File: config.mk
export PLATFORM = sky130hd
export DESIGN_NAME = rmq_fifo
export DESIGN_NICKNAME = d
export VERILOG_FILES = /design/src/hdl/rmq_pkg.sv /design/src/hdl/rmq_fifo.sv
export SDC_FILE = /design/constraint.sdc
export NUM_CORES = 1
export LEC_CHECK = 0
export BUFFER_PORTS_ARGS = -buffer_cell sky130_fd_sc_hd__buf_2
export CORE_MARGIN = 3
export CORE_UTILIZATION = 24
export DETAILED_ROUTE_END_ITERATION = 16
export GPL_TIMING_DRIVEN = 0
export SETUP_SLACK_MARGIN = 0.3
export SLEW_MARGIN = 10
export SYNTH_ARGS = -nofsm -noshare
export SYNTH_HDL_FRONTEND = slang
export SYNTH_SLANG_ARGS = --single-unit
File: constraint.sdc
create_clock -name clk_i -period 1.66 [get_ports clk_i]
set_clock_uncertainty 0.05 [all_clocks]
set_input_delay 0.083 -clock clk_i [delete_from_list [all_inputs] [get_ports clk_i]]
set_output_delay 0.083 -clock clk_i [all_outputs]
set_load 0.05 [all_outputs]
File: src/hdl/rmq_pkg.sv
// Shared types and constants for the rotation matrix to quaternion block.
// No dependencies; every other file in hdl/ imports this package.
package rmq_pkg;

  localparam int unsigned DataWidthDefault = 16;
  localparam int unsigned FifoDepthDefault = 2;
  localparam int unsigned NumLanes         = 3;

  // Which Shepperd branch a matrix takes.
  typedef enum logic [1:0] {
    BR_TRACE = 2'd0,
    BR_M00   = 2'd1,
    BR_M11   = 2'd2,
    BR_M22   = 2'd3
  } branch_e;

endpackage

File: src/hdl/rmq_fifo.sv
// Short register queue between the front end and the back end.
// Uses rmq_pkg for its default depth.
module rmq_fifo #(
  parameter int unsigned DataW = 8,
  parameter int unsigned Depth = rmq_pkg::FifoDepthDefault
) (
  input  logic             clk_i,
  input  logic             rst_ni,
  input  logic             push_valid_i,
  output logic             push_ready_o,
  input  logic [DataW-1:0] push_data_i,
  output logic             pop_valid_o,
  input  logic             pop_ready_i,
  output logic [DataW-1:0] pop_data_o
);
  import rmq_pkg::*;

  localparam int unsigned PtrW = (Depth > 1) ? $clog2(Depth) : 1;
  localparam int unsigned CntW = $clog2(Depth + 1);

  logic [DataW-1:0] mem_q [Depth];
  logic [PtrW-1:0]  wr_q, wr_d, rd_q, rd_d;
  logic [CntW-1:0]  cnt_q, cnt_d;
  logic             push, pop;

  assign push_ready_o = (cnt_q != CntW'(Depth));
  assign pop_valid_o  = (cnt_q != '0);
  assign pop_data_o   = mem_q[rd_q];
  assign push         = push_valid_i && push_ready_o;
  assign pop          = pop_valid_o && pop_ready_i;

  always_comb begin
    wr_d  = wr_q;
    rd_d  = rd_q;
    cnt_d = cnt_q;
    if (push) begin
      wr_d = (wr_q == PtrW'(Depth - 1)) ? '0 : wr_q + 1'b1;
    end
    if (pop) begin
      rd_d = (rd_q == PtrW'(Depth - 1)) ? '0 : rd_q + 1'b1;
    end
    if (push && !pop) begin
      cnt_d = cnt_q + 1'b1;
    end else if (pop && !push) begin
      cnt_d = cnt_q - 1'b1;
    end
  end

  always_ff @(posedge clk_i or negedge rst_ni) begin
    if (!rst_ni) begin
      wr_q  <= '0;
      rd_q  <= '0;
      cnt_q <= '0;
    end else begin
      wr_q  <= wr_d;
      rd_q  <= rd_d;
      cnt_q <= cnt_d;
    end
  end

  always_ff @(posedge clk_i) begin
    if (push) begin
      mem_q[wr_q] <= push_data_i;
    end
  end

endmodule

== Word-level counts from Yosys, hierarchy flattened ==
Memory sizes are Yosys's and may differ from the RTL's.
Cells that the tools add are included.

* Register bits: 4
* Bits in writable memories: 16
* Input port bits: 12
* Output and inout port bits: 10
* Memories: 1

{| class="wikitable"
|+ Memories
! memory !! depth !! width !! rd ports !! clocked after memory_dff !! wr ports !! RTL line !! source
|-
| mem_q || 2 || 8 || 1 || 0 || 1 || rmq_fifo.sv:21 || <nowiki>logic [DataW-1:0] mem_q [Depth];</nowiki>
|}

* $add $sub $neg: 4
* Equality and inequality tests: 1
* Muxes and demuxes: 6
* Reduce and logical (&&, ||, !) cells: 8

{| class="wikitable"
|+ Operators with widths
! operator !! number
|-
| logical AND 1 bit || 4
|-
| two-way mux 1 bit || 4
|-
| two-way mux 2 bit || 2
|-
| nonzero test 2 bit || 2
|-
| adder 1 bit, second input constant || 2
|-
| adder 2 x 1 -> 2 bit, second input constant || 1
|-
| logical NOT 1 bit || 2
|-
| inequality test 2 bit, second input constant || 1
|-
| subtractor 2 x 1 -> 2 bit, second input constant || 1
|}

== Logic depth before layout (Yosys ltp) ==
* Word-level depth: 6
* Gate-level depth with buffers: 7
* Depth with buffers taken out: 7

== Worst setup path before layout ==
OpenSTA, ideal clock, no wires.

* Kind: reg2reg
* Start point: register cnt_q[0]
* End point: memory mem_q[0][0] (enable)
* Library setup time: 370 ps
* Data arrival time: 1131 ps
* Required time: 1240 ps
* Slack: 109 ps
* Cell stages (with the launch flop): 4
* Path buffers: 0
* Clock period less this slack: 1551 ps
* Cells stage by stage: dfrtp_1 nand2b_4 nand2_1 nor2_1

* Longest elaborated chain between the ends: 4

{| class="wikitable"
|+ RTL lines
! what !! RTL line !! source
|-
| start: declaration || rmq_fifo.sv:23 || <nowiki>logic [CntW-1:0] cnt_q, cnt_d;</nowiki>
|-
| start signal: assignment || rmq_fifo.sv:57 || <nowiki>cnt_q <= cnt_d;</nowiki>
|-
| inequality test 2 bit || rmq_fifo.sv:26 || <nowiki>assign push_ready_o = (cnt_q != CntW'(Depth));</nowiki>
|-
| net push_ready_o || rmq_fifo.sv:10 || <nowiki>output logic push_ready_o,</nowiki>
|-
| logical AND 1 bit || rmq_fifo.sv:29 || <nowiki>assign push = push_valid_i && push_ready_o;</nowiki>
|-
| two-way mux 1 bit || rmq_fifo.sv:62 || <nowiki>if (push) begin</nowiki>
|-
| two-way mux 1 bit (implied by the code) || rmq_fifo.sv:63 || <nowiki>mem_q[wr_q] <= push_data_i;</nowiki>
|-
| end: declaration || rmq_fifo.sv:21 ||
|}

The timed path passes the listed nets, and every way through them passes these cells.

== Worst setup path after layout ==
* Start point: register rd_q
* End point: output port pop_data_o[3]

* Longest elaborated chain between the ends: 1

{| class="wikitable"
|+ RTL lines
! what !! RTL line !! source
|-
| start: declaration || rmq_fifo.sv:22 || <nowiki>logic [PtrW-1:0] wr_q, wr_d, rd_q, rd_d;</nowiki>
|-
| start signal: assignment || rmq_fifo.sv:56 || <nowiki>rd_q <= rd_d;</nowiki>
|-
| memory (2 x 8 bit) || -- ||
|-
| end: declaration || rmq_fifo.sv:14 || <nowiki>output logic [DataW-1:0] pop_data_o</nowiki>
|}

No other way between the ends.

==> impl_table.tex <==
\begin{tabular}{lr}
\hline
Metric & Value \\
\hline
\multicolumn{2}{l}{\textbf{Setup path}} \\
\quad Worst EP arrival & 1320 ps \\
\quad Worst Path Max Fanout & 5 \\
\quad Crit path launch type & flop \\
\quad Critical path data required time & 1530 ps \\
\quad Critical Path Sink Type & output pin \\
\quad Critical path, cell by cell & buf\_6 -> mux2\_4 -> buf\_8 \\
\quad Classification of the worst setup path & reg2out \\
\quad Crit path max-delay family & flip-flops \\
\quad Buffers and inverters on the worst path & 2 \\
\quad CP max stage delay & between 400 and 500 ps \\
\quad Cell at the slowest stage of the critical path & sky130\_fd\_sc\_hd\_\_dfrtp\_1 \\
\multicolumn{2}{l}{\textbf{Route}} \\
\quad Total vias in the final route & between 500 and 600 \\
\quad Number of violations reported at the end of detailed-routing iteration 0 & 7 \\
\quad Routed length per instance & approximately 12 um \\
\quad Total wire length & between 1500 and 2000 um \\
\quad Number of detailed-route iterations in the first pass & 4 \\
\quad Average vias per placed instance & a little under 4 \\
\quad Final antenna-violating net count & 0 \\
\quad Detailed-route DRC error count & 0 \\
\multicolumn{2}{l}{\textbf{Flow run}} \\
\quad \# Max-Cap Violations & 0 \\
\multicolumn{2}{l}{\textbf{Global route}} \\
\quad Pin count of the biggest net entering global routing & 12 \\
\quad Total routing usage reported by global routing & 0.0808 \\
\quad Antenna violations before repair & 0 \\
\quad Wire length of the first global-routing pass & about 2500 um \\
\quad Overflow left after global routing & 0 \\
\quad Vias in the first global route & between 500 and 600 \\
\multicolumn{2}{l}{\textbf{Clock tree}} \\
\quad Max clock buf depth & 2 \\
\quad Level count of the clock H-tree & 1 \\
\quad Skew-Pair Late Insertion Delay & 290 ps \\
\quad CTS tree & built \\
\quad Sink count of the clock tree & 20 \\
\quad Root buffer cell & sky130\_fd\_sc\_hd\_\_clkbuf\_4 \\
\quad Clk slew on worst S/H paths & around 110 ps \\
\quad CTS buffer count & 3 \\
\multicolumn{2}{l}{\textbf{Floorplan}} \\
\quad Num rows & 20 \\
\quad Die Span X & roughly 63 um \\
\quad Total Die Area & approximately 4000 um2 \\
\quad Number of primary I/O pins & 22 \\
\quad DIE HEIGHT & 63.3 um \\
\quad Area of the core & about 3100 um2 \\
\quad Initial core utilization & 0.254 \\
\multicolumn{2}{l}{\textbf{Final layout}} \\
\quad Fillers & $\sim$300 \\
\quad Total number of nets in the final design & 100 \\
\quad Proportion of layout cells with a drive suffix above 1 & 0.593 \\
\quad Leading cell types in the layout, fill and taps excluded & 16 x sky130\_fd\_sc\_hd\_\_edfxtp\_1, 12 x sky130\_fd\_sc\_hd\_\_buf\_2, 9 x sky130\_fd\_sc\_hd\_\_dlygate4sd3\_1 \\
\quad Layout Area Growth over Synthesis & 65.2\% \\
\quad Final design utilization & 0.419 \\
\quad Number of diodes added for antenna fixing & 0 \\
\quad Most frequent standard cell in the layout excluding fill and tap cells & sky130\_fd\_sc\_hd\_\_edfxtp\_1 \\
\multicolumn{2}{l}{\textbf{Logic synthesis}} \\
\quad Synth Cell Area & around 790 um2 \\
\quad Cells taking the most area after synthesis & sky130\_fd\_sc\_hd\_\_edfxtp\_1 61\%, sky130\_fd\_sc\_hd\_\_dfrtp\_1 13\%, sky130\_fd\_sc\_hd\_\_mux2\_2 11\% \\
\quad Proportion of netlist area held by the largest area contributor & 0.610 \\
\quad Sequential share of the synthesized area & 0.738 \\
\quad Nets in the synthesized netlist & 56 \\
\quad Average instance area after synthesis & around 18 um2 \\
\quad Most area-hungry cell type in the Yosys netlist & sky130\_fd\_sc\_hd\_\_edfxtp\_1 \\
\quad Flip-flop and latch count after synthesis & 20 \\
\quad Cell variety after synth & 14 \\
\quad Gate count of the mapped netlist & 43 \\
\quad Number of warnings printed during yosys synthesis & 0 \\
\multicolumn{2}{l}{\textbf{STA}} \\
\quad Setup repair after global routing missed its margin & yes \\
\quad Count of final max-slew check failures & 0 \\
\quad Post-Route Hold Slack & roughly 63 ps \\
\quad Number of hold violations in the final report & 0 \\
\quad Final setup fails & 0 \\
\quad Worst slew pin tran & roughly 270 ps \\
\quad Slew HR & 0.822 \\
\quad Sum of negative setup slack & 0 ps \\
\quad Maximum clock rate & $\sim$690 MHz \\
\quad Post-layout minimum cycle time & 1450 ps \\
\quad Tcrit/Tclk final & 0.876 \\
\multicolumn{2}{l}{\textbf{Pwr}} \\
\quad Maximum VDD drop & roughly 0.7 mV \\
\quad Ratio of total power to cell area & around 1900 nW/um2 \\
\quad P\_leak & 0.545 nW \\
\multicolumn{2}{l}{\textbf{Placed design}} \\
\quad Port-buffer cells & 21 \\
\quad HPWL after detailed placement & a little under 1000 um \\
\quad Final weighted congestion of routability-driven global placement & between 0.6 and 0.7 \\
\multicolumn{2}{l}{\textbf{Hold path}} \\
\quad Class of the worst hold path & in2async \\
\multicolumn{2}{l}{\textbf{Outcome}} \\
\quad Status & completed \\
\hline
\end{tabular}
[logic make-up after synthesis]
logic type               synth area share
buffers and inverters              0.0111
adder cells (fa/ha/maj)            0.0159
multiplexers                        0.114
XOR/XNOR                           0.0557
AND/OR/NAND/NOR                    0.0652
flip-flops                          0.738
[what timing repair did]
action / in CTS / in global routing
setup buffers: 6 / 2
pin swaps: 7 / 6
resized for setup: 16 / 27
hold endpoints to repair: 20 / 0
endpoints found under the setup margin: 26 / 19
hold buffers: 9 / 0
cloned: 0 / 1
[synth_stat cells]
cell,number
sky130_fd_sc_hd__nor2_1,2
sky130_fd_sc_hd__nand2b_4,1
sky130_fd_sc_hd__and3_1,1
sky130_fd_sc_hd__ha_1,1
sky130_fd_sc_hd__edfxtp_1,16
sky130_fd_sc_hd__inv_1,1
sky130_fd_sc_hd__mux2_2,8
sky130_fd_sc_hd__xnor2_1,3
sky130_fd_sc_hd__nand2_4,1
sky130_fd_sc_hd__or2_4,1
sky130_fd_sc_hd__buf_2,1
sky130_fd_sc_hd__dfrtp_1,4
sky130_fd_sc_hd__xor2_1,2
sky130_fd_sc_hd__nand2_1,1
[registers in the layout, summed over array words and instances (netlist names)]
register	flops
mem_q	16
cnt_q	2
rd_q	1
wr_q	1
[final timing paths]
path	startpoint	end	slack (ps)	depth (start not counted)
worst max-delay path	rd_q	pop_data_o[3]	210	3
min in group clk_i	pop_ready_i	cnt_q[0]	140	4
max in group asynchronous	rst_ni	rd_q	1380	2
worst min register to register	wr_q	wr_q	500	1
worst max register to register	cnt_q[1]	cnt_q[1]	280	6
worst min-delay path	rst_ni	wr_q	60	2
[per-stage QoR]
stage | std cells | power [mW] | setup slack (ps) | area (um2)
floorplan | 43 | 1.58 | 201 | 810
global placement | 108 | 1.76 | 244 | 970
detailed placement | 108 | 1.78 | 227 | 970
CTS | 127 | 2.27 | 196 | 1180
global route | 130 | 2.66 | 161 | 1300
finish | 130 | 2.53 | 206 | 1300
[cell type report]
cell class                      instances  area (um2)  area share
Sequential cell                        20         581       0.447
Timing Repair Buffer                   39         357       0.274
Multi-Input combinational cell         21         256       0.197
Tap cell                               44        55.1      0.0423
Clock buffer                            4        36.3      0.0279
Buffer                                  1        11.3     0.00866
Inverter                                1        3.75     0.00289
[routing by layer]
metal	share of wire	global-route usage
met4	0	0.0404
met2	0.52	0.136
met3	0.055	0.0178
met5	0	0
met1	0.42	0.0971
[report_power, final]
group          switching (mW)  leakage (nW)  internal, mW
Clock                   0.138        0.0210         0.133
Sequential             0.0764         0.195         0.702
Combinational           0.763         0.329         0.716
Total                   0.977         0.545          1.55
Note: power is estimated with default switching activity, not from simulation.
